File: src/sv/tts_pkg.sv
`timescale 1ns / 1ps

package tts_pkg;

  // default geometry, handed to the top level parameters
  localparam int DEF_MAX_COLS = 128;
  localparam int DEF_MAX_ROWS = 64;
  localparam int DEF_TAB_STEP = 4;

  // fixed field widths
  localparam int BYTE_W     = 8;
  localparam int CHAR_W     = 7;
  localparam int COL_IN_W   = 7;
  localparam int ROW_IN_W   = 6;
  localparam int COLS_W     = 8;
  localparam int ROWS_W     = 7;
  localparam int CFG_DATA_W = 8;
  localparam int CFG_IDX_W  = 1;

  // register reset values
  localparam logic [COLS_W-1:0] COLS_RESET = 8'd120;
  localparam logic [ROWS_W-1:0] ROWS_RESET = 7'd60;

  // control characters and printable range
  localparam logic [BYTE_W-1:0] CH_CR    = 8'h0D;
  localparam logic [BYTE_W-1:0] CH_TAB   = 8'h09;
  localparam logic [BYTE_W-1:0] CH_LF    = 8'h0A;
  localparam logic [BYTE_W-1:0] PRINT_LO = 8'h20;
  localparam logic [BYTE_W-1:0] PRINT_HI = 8'h7E;

  // depth of the queue between front and back
  localparam int QDEPTH = 2;

  typedef enum logic [CFG_IDX_W-1:0] {
    REG_COLUMNS = 1'b0,
    REG_ROWS    = 1'b1
  } cfg_reg_t;

  typedef enum logic [2:0] {
    KIND_READ,
    KIND_CR,
    KIND_TAB,
    KIND_LF,
    KIND_PRINT,
    KIND_IGNORE
  } kind_t;

  typedef struct packed {
    kind_t                kind;
    logic [CHAR_W-1:0]    ch;
    logic [COL_IN_W-1:0]  col;
    logic [ROW_IN_W-1:0]  row;
  } item_t;

  typedef enum logic [3:0] {
    ST_IDLE,
    ST_PRINT_MAP,
    ST_CLEAR,
    ST_READ_MAP,
    ST_READ_CELL,
    ST_SCROLL,
    ST_SC_FIRST,
    ST_SC_MOVE,
    ST_SC_LAST
  } state_t;

  // sort one incoming transaction into the work the back end has to do
  function automatic kind_t classify(input logic mode, input logic [BYTE_W-1:0] b);
    kind_t k;
    if (mode) begin
      k = KIND_READ;
    end else if (b == CH_CR) begin
      k = KIND_CR;
    end else if (b == CH_TAB) begin
      k = KIND_TAB;
    end else if (b == CH_LF) begin
      k = KIND_LF;
    end else if (b >= PRINT_LO && b <= PRINT_HI) begin
      k = KIND_PRINT;
    end else begin
      k = KIND_IGNORE;
    end
    return k;
  endfunction

endpackage

File: src/sv/tts_front.sv
`timescale 1ns / 1ps

module tts_front
  import tts_pkg::*;
(
  input  logic                clk,
  input  logic                rst,
  input  logic                in_valid,
  output logic                in_stall,
  input  logic                mode,
  input  logic [BYTE_W-1:0]   byte_in,
  input  logic [COL_IN_W-1:0] read_col,
  input  logic [ROW_IN_W-1:0] read_row,
  output logic                q_valid,
  output item_t               q_item,
  input  logic                q_pop
);

  localparam int PW = $clog2(QDEPTH);
  localparam int CNTW = $clog2(QDEPTH + 1);

  item_t           fifo_mem [QDEPTH];
  logic [PW-1:0]   wr_ptr;
  logic [PW-1:0]   rd_ptr;
  logic [CNTW-1:0] count;
  logic            push;
  item_t           entry;

  // classify the transaction on its way into the queue
  always_comb begin
    entry.kind = classify(mode, byte_in);
    entry.ch   = byte_in[CHAR_W-1:0];
    entry.col  = read_col;
    entry.row  = read_row;
  end

  assign in_stall = (count == CNTW'(QDEPTH));
  assign push     = in_valid && !in_stall;
  assign q_valid  = (count != '0);
  assign q_item   = fifo_mem[rd_ptr];

  // queue pointers and fill level
  always_ff @(posedge clk) begin
    if (rst) begin
      wr_ptr <= '0;
      rd_ptr <= '0;
      count  <= '0;
    end else begin
      if (push) begin
        wr_ptr <= (wr_ptr == PW'(QDEPTH - 1)) ? '0 : wr_ptr + PW'(1);
      end
      if (q_pop) begin
        rd_ptr <= (rd_ptr == PW'(QDEPTH - 1)) ? '0 : rd_ptr + PW'(1);
      end
      if (push && !q_pop) begin
        count <= count + CNTW'(1);
      end else if (!push && q_pop) begin
        count <= count - CNTW'(1);
      end
    end
  end

  // queue storage
  always_ff @(posedge clk) begin
    if (push) begin
      fifo_mem[wr_ptr] <= entry;
    end
  end

endmodule

File: config.mk
export PLATFORM = sky130hd
export DESIGN_NAME = tts_front
export DESIGN_NICKNAME = d
export VERILOG_FILES = /design/src/sv/tts_pkg.sv /design/src/sv/tts_front.sv
export SDC_FILE = /design/constraint.sdc
export NUM_CORES = 1
export LEC_CHECK = 0
export ABC_AREA = 0
export BUFFER_PORTS_ARGS = -buffer_cell sky130_fd_sc_hd__buf_4
export CAP_MARGIN = 20
export CORE_MARGIN = 2
export CORE_UTILIZATION = 45
export CTS_CLUSTER_DIAMETER = 50
export DETAILED_ROUTE_END_ITERATION = 6
export PLACE_DENSITY = 0.75
export SLEW_MARGIN = 15
export SYNTH_ARGS = -nofsm -noshare
export SYNTH_HDL_FRONTEND = slang
export SYNTH_SLANG_ARGS = --single-unit
File: constraint.sdc
create_clock -name clk -period 4.4 [get_ports clk]
set_input_delay 1.32 -clock clk [delete_from_list [all_inputs] [get_ports clk]]
set_output_delay 1.32 -clock clk [all_outputs]
set_load 0.05 [all_outputs]
==> out/results.ini, run 1 <==
[critical_path]
slowest_delay_ns = 0.97
crit_path_cell_trace = mux2_2, buf_4
critPathMaxFanout = 23
r2r-end = fifo_mem[0][6]$_DFFE_PP_
end_kind = output port
path_delay_family = flip-flops
critPathRequiredTime_ns = 3.08
r2r_start = count[0]$_SDFFE_PP0P_
rr_worst_depth = 4
cp_num_buf_inv = 1
worst_path_max_delay_cell = dfxtp_1
start_kind = register
arrival_ns = 1.89
worst-r2r-setup-slack_ns = 2.73
critPathKind = reg2out

[clock_tree]
root_buffer = clkbuf_8
cts_buffers = 5
clk_latency_ns = 0.30
clock-sinks = 51
cts_hold_buf = 0
post-cts-setup-buffer-count = 0
htreeDepth = 2
clk_path_buf_depth = 2
cts_resized = 0
cts_tree = yes
clk_pin_slew_ns = 0.08

[detailed_routing]
first_iter_violations = 67
avgRoutedWirePerCell_um = 14.61
ant_nets = 0
routed_wl_mm = 3.229
routed_via_density = 4.905
vias = 1084
drtPass1Iterations = 4
drc = 0

[sta]
finalSetupViolations = 0
tns_ns = 0
worstMarginPinSlew_ns = 0.9845
fmax_mhz = 311.0
fin_crit_sh_pct = 73.07
max_slew_margin_pct = 34.28
hold_viol_final = 0
rsz0062_at_grt = no
period_needed_ns = 3.215
skew_ns = 0.008296
finalMaxSlewViolations = 0

[hold_path]
hold_depth = 2
min_path_type = reg2reg
hp-start = rd_ptr$_SDFFE_PP0P_
worstHoldEndpoint = rd_ptr$_SDFFE_PP0P_

[die]
boundaryPins = 51
fp.dieH_um = 70.24
start_util_pct = 45.98
fp.coreArea_sq_mm = 0.004294
die_w_um = 70.24
row_count = 24
die-area_sq_mm = 0.004934

[final_layout]
num_antenna_cells = 0
area_growth_pct = 28.33
nNetsFinal = 195
layout_common_cells = buf_4 (50), edfxtp_1 (46), mux2_2 (23)
final_cells = 221
layout-drive-gt1-share_pct = 51.48
stdcell_area_sq_mm = 0.002534
fillers = 344
mostFrequentLayoutCell = buf_4
post-route-util_pct = 59.00

[synthesis]
syn_area_per_cell_sq_um = 17.79
yosysWarnings = 0
synth_nets = 138
synth_area_sq_mm = 0.001974
synth_cells = 111
ys_ff_latch = 51
ys_seq_area_share_pct = 75.03
synth_cell_types = 24

[power_and_ir_drop]
p_switching_uw = 390.1
swShare_pct = 32.03
pwr-share-clk_pct = 20.7
p_leak_uw = 0.0009613
power.share.combinational_pct = 28.5
p_per_area_mw_per_mm2 = 480.7
power_frac_seq_pct = 50.8
p_int_uw = 827.9
ir_worst_vdd_mv = 0.2740

[place]
place_inst = 212
placed_area_sq_mm = 0.002417
dp_hpwl_mm = 2.343
gp_congestion = 0.7802
place.port_buffers = 50

[status]
outcome = completed

[global_routing]
grt_pass1_vias = 1148
grt_usage_pct = 14.52
grt_pass1_wl_mm = 5.319
grt_antenna_before_repair = 0
grt_start_max_net_pins = 24
grt_overflow = 0

[job]
max_cap_viol_count = 0

[area by class of cell]
cell class	count	area [sq um]	area share, %
Clock buffer	5	68.82	2.716
Clock inverter	3	20.02	0.7901
Inverter	4	15.01	0.5926
Multi-Input combinational cell	54	465.4	18.37
Sequential cell	51	1481	58.47
Tap cell	52	65.06	2.568
Timing Repair Buffer	52	417.9	16.49
[power groups by stage]
stage	Sequential (uW)	Combinational (uW)	Clock [uW]
6_report	619	347	253
3_3_place_gp	628	331	0
4_1_cts	621	344	264
2_1_floorplan	619	242	0
3_5_place_dp	631	343	0
5_1_grt	626	367	286
[worst max-delay path by stage]
stage               depth (start not counted)     start                        to
finish                                      2  register                q_item[18]
global route                                2  register                q_item[22]
CTS                                         2  register                q_item[22]
detailed placement                          2  register                q_item[22]
global placement                            2  register                q_item[22]
floorplan                                   2  in_valid  fifo_mem[0][0]$_DFFE_PP_
[kinds of logic after synthesis]
family,count (synthesis),synth area share (%)
XOR/XNOR,5,2.218
buffers and inverters,6,1.520
multiplexers,23,13.12
adder cells (fa/ha/maj),1,0.6336
AO/OA/AOI/OAI,7,2.282
flip-flops,51,75.03
AND/OR/NAND/NOR,18,5.197
[routing by layer]
metal | part of all wire [%] | vias to the layer above | global-route usage, %
li1 | - | 536 | -
met1 | 40 | 506 | 16.09
met5 | 0 | - | 0
met2 | 52 | 36 | 25.58
met4 | 1.5 | 0 | 5.128
met3 | 6.6 | 6 | 5.195
[synthesized netlist by cell type, drive strengths merged]
cell	n	area, sq um
a21oi	1	5.000
a31oi	1	6.260
and3	1	6.260
buf	2	15.01
dfxtp	5	100.1
edfxtp	46	1381
ha	1	12.51
inv	4	15.01
mux2	23	259.0
nand2	3	11.26
nand2b	1	6.260
nand3b	1	7.510
nand4	1	6.260
nor2	6	22.52
nor3	1	5.000
nor4	2	25.02
o21ai	2	10.01
o21bai	1	7.510
o2bb2ai	1	8.760
o31ai	1	7.510
or2	1	6.260
or3	1	6.260
xnor2	2	17.52
xor2	3	26.28
[registers in the layout (all words and copies together) (netlist names), named ones only]
name and flops:
count 2, fifo_mem 46, rd_ptr 1, wr_ptr 1
[worst reg2reg max path, stage by stage (launching register included)]
cell and delay, ns:
dfxtp_1 0.41, nand2b_1 0.16, nand2_1 0.12, nor2_2 0.46, buf_8 0.24
[through the flow]
stage	total power, uW	worst slack (ns)	hold slack, ns
floorplan	860.5	1.608	0.4608
global placement	958.5	1.473	0.4752
detailed placement	974.4	1.470	0.5057
CTS	1229	1.126	0.5311
global route	1278	1.032	0.5770
finish	1218	1.185	0.5349
Note: power is estimated with default switching activity, not from simulation.
==> inputs of run 2 (changes only) <==
--- a/config.mk
+++ b/config.mk
@@ -5,14 +5,14 @@
 export SDC_FILE = /design/constraint.sdc
 export NUM_CORES = 1
 export LEC_CHECK = 0
-export ABC_AREA = 0
+export ABC_AREA = 1
 export BUFFER_PORTS_ARGS = -buffer_cell sky130_fd_sc_hd__buf_4
 export CAP_MARGIN = 20
 export CORE_MARGIN = 2
 export CORE_UTILIZATION = 45
 export CTS_CLUSTER_DIAMETER = 50
 export DETAILED_ROUTE_END_ITERATION = 6
-export PLACE_DENSITY = 0.75
+export PLACE_DENSITY = 0.74
 export SLEW_MARGIN = 15
 export SYNTH_ARGS = -nofsm -noshare
 export SYNTH_HDL_FRONTEND = slang
==> constraint.sdc (replaced) <==
create_clock -name clk -period 3.15 [get_ports clk]
set_input_delay 0.945 -clock clk [delete_from_list [all_inputs] [get_ports clk]]
set_output_delay 0.945 -clock clk [all_outputs]
set_load 0.05 [all_outputs]
==> run 2 against run 1 <==
Net effect: sequential share of layout area is 0.60 points lower; non-clock buffer count is 1 higher; critical path type unchanged; register-to-register slack worse by 1.1 ns; largest power group unchanged; first-iteration DRC count is 4.5% higher; global-route usage is 1.5 points higher; flip-flop and latch count stayed put; power is 29% higher; setup slack worse by 0.51 ns; cell count is 14% higher; via count is 15% higher.
==> out/results.ini, run 2 <==
[global_routing]
grt_pass1_wl_mm = 6.147
grt_antenna_before_repair = 0
grt_start_max_net_pins = 24
grt_pass1_vias = 1393
grt_usage_pct = 16.05
grt_overflow = 0

[place]
dp_hpwl_mm = 2.659
place_inst = 244
gp_congestion = 0.8374
place.port_buffers = 50

[final_layout]
layout-drive-gt1-share_pct = 42.50
multi_input_area_sq_um = 475.5
largest-register = fifo_mem
layout_common_cells = buf_4 (53), edfxtp_1 (46), mux2_2 (23), nor2_1 (19), nand2_1 (17)
final_cells = 252
regArea_sq_mm = 0.001481
nNetsFinal = 226
fillers = 349
area_growth_pct = 25.68
mostFrequentLayoutCell = buf_4
reg.largest.list = fifo_mem: 46 flops, count: 2 flops
largest_register_ffs = 46
num_antenna_cells = 0

[synthesis]
synth_area_leaders = edfxtp_1 (68%), mux2_2 (13%), dfxtp_1 (4.9%)
synth-edff-count = 46
ys.flop_type = edfxtp_1
ys_seq_area_share_pct = 72.73
synth_area_sq_mm = 0.002037
synth_cell_types = 13
synth_area_leader_cell = edfxtp_1
synth.top_cell.area_share_pct = 67.81
ys_async_sr_fraction_pct = 0
yosysWarnings = 0
syn_area_per_cell_sq_um = 14.45
synth_cells = 141
ys_ff_latch = 51
yosys-top-cells-count = edfxtp_1 (46), mux2_2 (23), nor2_1 (20), nand2_1 (17), inv_1 (16)
synth_most_common_cell = edfxtp_1
synth_nets = 168

[die]
die_w_um = 71.28
boundaryPins = 51
start_util_pct = 46.78
row_count = 24
die-area_sq_mm = 0.005081
fp.coreArea_sq_mm = 0.004354
fp.dieH_um = 71.28

[detailed_routing]
vias = 1251
first_iter_violations = 70
drtPass1Iterations = 4
routed_wl_mm = 3.744
drc = 0
ant_nets = 0
routed_via_density = 4.964
avgRoutedWirePerCell_um = 14.86

[power_and_ir_drop]
swShare_pct = 30.29
p_per_area_mw_per_mm2 = 612.0
power_frac_seq_pct = 52.1
pwr-share-clk_pct = 22.5
p_int_uw = 1092
power.share.combinational_pct = 25.4
p_leak_uw = 0.001033
ir_worst_vdd_mv = 0.3283
p_switching_uw = 474.5

[clock_tree]
post-cts-setup-buffer-count = 0
root_buffer = clkbuf_8
clk_path_buf_depth = 2
cts_resized = 0
cts_tree = yes
cts_hold_buf = 0
clk_latency_ns = 0.30
clk_pin_slew_ns = 0.09
clock-sinks = 51
htreeDepth = 2
cts_buffers = 5

[critical_path]
critPathRequiredTime_ns = 2.20
critPathMaxFanout = 22
cp_num_buf_inv = 2
arrival_ns = 1.53
end_kind = output port
worst-r2r-setup-slack_ns = 1.62
worst_path_max_delay_cell = mux2_2
slowest_delay_ns = 0.38
critPathKind = reg2out
path_common_cell = buf_4
path_delay_family = buffers and inverters
crit_path_cell_trace = buf_4, mux2_2, buf_4
start_kind = register

[sta]
tns_ns = 0
fin_crit_sh_pct = 78.55
max_slew_margin_pct = 79.03
finalMaxSlewViolations = 0
period_needed_ns = 2.474
skew_ns = 0.004795
fmax_mhz = 404.1
finalSetupViolations = 0
hold_viol_final = 0
rsz0062_at_grt = no
worstMarginPinSlew_ns = 0.3146

[job]
max_cap_viol_count = 0

[hold_path]
min_path_type = reg2reg

[status]
outcome = completed

[run 2: cell count changes after synthesis, sizes merged, moves of 2 or more]
| cell | change |
|---|---|
| nor2 | +17 |
| nand3 | +2 |
| xor2 | -3 |
| nor4 | -2 |
| inv | +12 |
| nand2 | +14 |
[run 2: final cells by class]
class | count | share of cell area [%]
Sequential cell | 51 | 57.87
Multi-Input combinational cell | 72 | 18.57
Timing Repair Buffer | 53 | 15.54
Clock buffer | 8 | 3.128
Tap cell | 52 | 2.542
Inverter | 16 | 2.346
[run 2: through the flow]
stage	hold slack [ns]	util, %	cell area (sq um)	total power (uW)	setup slack (ns)
after floorplan	0.4799	-	2037	1104	0.5928
after global placement	0.5015	56.95	2480	1217	1.029
after detailed placement	0.5119	56.95	2480	1234	1.002
after CTS	0.5351	58.79	2560	1583	0.6559
after global routing	0.5766	58.79	2560	1632	0.6023
final	0.5333	58.79	2560	1567	0.6756
[run 2: final timing paths]
kind	startpoint	end	depth (start not counted)
min reg2reg	rd_ptr$_SDFFE_PP0P_	rd_ptr$_SDFFE_PP0P_	2
max reg2reg	count[1]$_SDFFE_PP0P_	fifo_mem[1][3]$_DFFE_PP_	6
min	rd_ptr$_SDFFE_PP0P_	rd_ptr$_SDFFE_PP0P_	2
max	register	q_item[19]	3
[run 2: worst register-to-register path: cells and delay by family (launching register included)]
| family | cells | cell delay [ns] |
|---|---|---|
| buffers and inverters | 3 | 0.56 |
| flip-flops | 1 | 0.31 |
| AND/OR/NAND/NOR | 3 | 0.33 |
[run 2: layer usage]
metal / GRT usage [%] / wire length (um) / vias up
met5: 0 / 0 / -
met4: 7.966 / 102 / 0
met3: 5.204 / 267 / 12
met2: 29.22 / 1920 / 49
met1: 16.38 / 1453 / 587
li1: - / - / 603
[run 2: power groups by stage]
stage               Clock (uW)  Sequential, uW  Combinational (uW)
floorplan                    0             830                 274
CTS                        364             817                 402
finish                     353             817                 397
global route               388             823                 422
detailed placement           0             833                 401
global placement             0             829                 388
[run 2: kinds of logic (layout without fill, tap and decap cells)]
| family | count (synthesis) | count (layout) | share of synthesized area [%] |
|---|---|---|---|
| AOI/OAI and AO/OA | 5 | 5 | 1.228 |
| xor gates and xnor gates | 1 | 1 | 0.4301 |
| adders and majority gates | 1 | 1 | 0.6142 |
| buffers and inverters | 18 | 77 | 4.054 |
| DFF | 51 | 51 | 72.73 |
| muxes | 23 | 23 | 12.72 |
| and+or+nand+nor | 42 | 42 | 8.231 |
==> inputs of run 3 (changes only) <==
==> constraint.sdc (replaced) <==
create_clock -name clk -period 2.36 [get_ports clk]
set_input_delay 0.708 -clock clk [delete_from_list [all_inputs] [get_ports clk]]
set_output_delay 0.708 -clock clk [all_outputs]
set_load 0.05 [all_outputs]
==> run 3 against run 2 <==
Net effect: combinational power up 32%; sequential share of layout area unchanged; first-iteration DRC count grew 23%; non-clock buffer count unchanged; power is 32% higher; setup slack worse by 0.54 ns; clock power rose by 29%; utilization is the same; critical path type unchanged.
==> out/results.ini, run 3 (same netlist as run 2, synthesis figures left out) <==
[status]
outcome = completed

[global_routing]
grt_pass1_wl_mm = 5.878
met2_usage_pct = 27.06
grt_pass1_vias = 1335
use_met1_pct = 16.22
grt_usage_pct = 15.51
grt_antenna_before_repair = 0
grt_start_max_net_pins = 24
met3_usage_pct = 4.923
busiest_layer = met2
grt_overflow = 0

[sta]
skew_ns = 0.005581
tns_ns = 0
finalSetupViolations = 0
finalMaxSlewViolations = 0
fmax_mhz = 450.0
worstMarginPinSlew_ns = 0.3147
fin_crit_sh_pct = 94.16
period_needed_ns = 2.222
max_slew_margin_pct = 79.02
rsz0062_at_grt = no
hold_viol_final = 0

[final_layout]
mostFrequentLayoutCell = buf_4
nNetsFinal = 226
largest-register = fifo_mem
layout-drive-gt1-share_pct = 42.50
fillers = 337
num_antenna_cells = 0
largest_register_ffs = 46
area_growth_pct = 25.68
layout_common_cells = buf_4 (53), edfxtp_1 (46), mux2_2 (23), nor2_1 (19), nand2_1 (17)
reg.largest.list = fifo_mem: 46 flops, count: 2 flops

[die]
die_w_um = 71.28
fp.dieH_um = 71.28
fp.coreArea_sq_mm = 0.004354
die-area_sq_mm = 0.005081
start_util_pct = 46.78
boundaryPins = 51
row_count = 24

[clock_tree]
cts_resized = 0
clk_path_buf_depth = 2
cts_hold_buf = 0
cts_tree = yes
cts_buffers = 5
htreeDepth = 2
clock-sinks = 51
clk_pin_slew_ns = 0.08
clk_latency_ns = 0.30
root_buffer = clkbuf_8
post-cts-setup-buffer-count = 0

[hold_path]
min_path_type = reg2reg

[critical_path]
cp.depth = 3
arrival_ns = 1.51
r2r_start = count[1]$_SDFFE_PP0P_
worst_path_max_delay_cell = mux2_2
slowest_delay_ns = 0.39
end_kind = output port
crit_path_cell_trace = buf_4, mux2_2, buf_4
critPathRequiredTime_ns = 1.65
r2r-end = fifo_mem[1][2]$_DFFE_PP_
start_kind = register
critPathKind = reg2out
cp-endpoint = q_item[18]
path_delay_family = buffers and inverters
rr_worst_depth = 6
worst-r2r-setup-slack_ns = 0.92
critPathMaxFanout = 23
cp_num_buf_inv = 2
path_common_cell = buf_4

[detailed_routing]
routed_via_density = 4.845
avgRoutedWirePerCell_um = 14.17
drc = 0
first_iter_violations = 86
drtPass1Iterations = 4
ant_nets = 0
vias = 1221
routed_wl_mm = 3.570

[power_and_ir_drop]
p_per_area_mw_per_mm2 = 808.9
ir_worst_vdd_mv = 0.2974
power_uw = 2071
p_leak_uw = 0.001034

[place]
dp_hpwl_mm = 2.530
gp_congestion = 0.7582
place.port_buffers = 50

[job]
max_cap_viol_count = 0

==> run 3: how the worst min path moves through the flow <==
stage                     cells after the start           startpoint  slack (ns)             endpoint
final                                         2  rd_ptr$_SDFFE_PP0P_        0.52             register
after global routing                          2  rd_ptr$_SDFFE_PP0P_        0.57  rd_ptr$_SDFFE_PP0P_
after CTS                                     2  rd_ptr$_SDFFE_PP0P_        0.53             register
after detailed placement                      2  rd_ptr$_SDFFE_PP0P_        0.51             register
after global placement                        2  rd_ptr$_SDFFE_PP0P_        0.50  rd_ptr$_SDFFE_PP0P_
after floorplan                               2  rd_ptr$_SDFFE_PP0P_        0.48             register
==> run 3: stage by stage <==
step | area [sq um] | hold WS, ns | util (%) | cells | setup slack (ns)
CTS | 2560 | 0.5269 | 58.79 | 252 | 0.1155
detailed placement | 2480 | 0.5055 | 56.95 | 244 | 0.4496
global placement | 2480 | 0.5002 | 56.95 | 244 | 0.5032
floorplan | 2037 | 0.4799 | - | 141 | 0.03980
global route | 2560 | 0.5653 | 58.79 | 252 | 0.07407
finish | 2560 | 0.5248 | 58.79 | 252 | 0.1378
==> run 3: area by class of cell <==
cell class / count / area [sq um] / share of cell area (%)
Clock buffer: 6 / 72.57 / 2.835
Tap cell: 52 / 65.06 / 2.542
Multi-Input combinational cell: 72 / 475.5 / 18.57
Clock inverter: 2 / 7.507 / 0.2933
Inverter: 16 / 60.06 / 2.346
Timing Repair Buffer: 53 / 397.9 / 15.54
Sequential cell: 51 / 1481 / 57.87
==> run 3: tightest hold or removal path, stage by stage (launching register included) <==
cell and delay [ns]:
dfxtp_1 0.33, xnor2_1 0.08, nor2_1 0.08
==> run 3: metal layers <==
| layer | share of wire, % | vias up |
|---|---|---|
| li1 | - | 597 |
| met1 | 38 | 573 |
| met2 | 51 | 41 |
| met3 | 7.7 | 10 |
| met4 | 2.8 | 0 |
| met5 | 0 | - |
==> run 3: power by group <==
part           leakage, uW  switching, uW  internal (uW)
clock network    0.0000403            254            202
logic             0.000522            349            177
registers         0.000471           19.3           1070
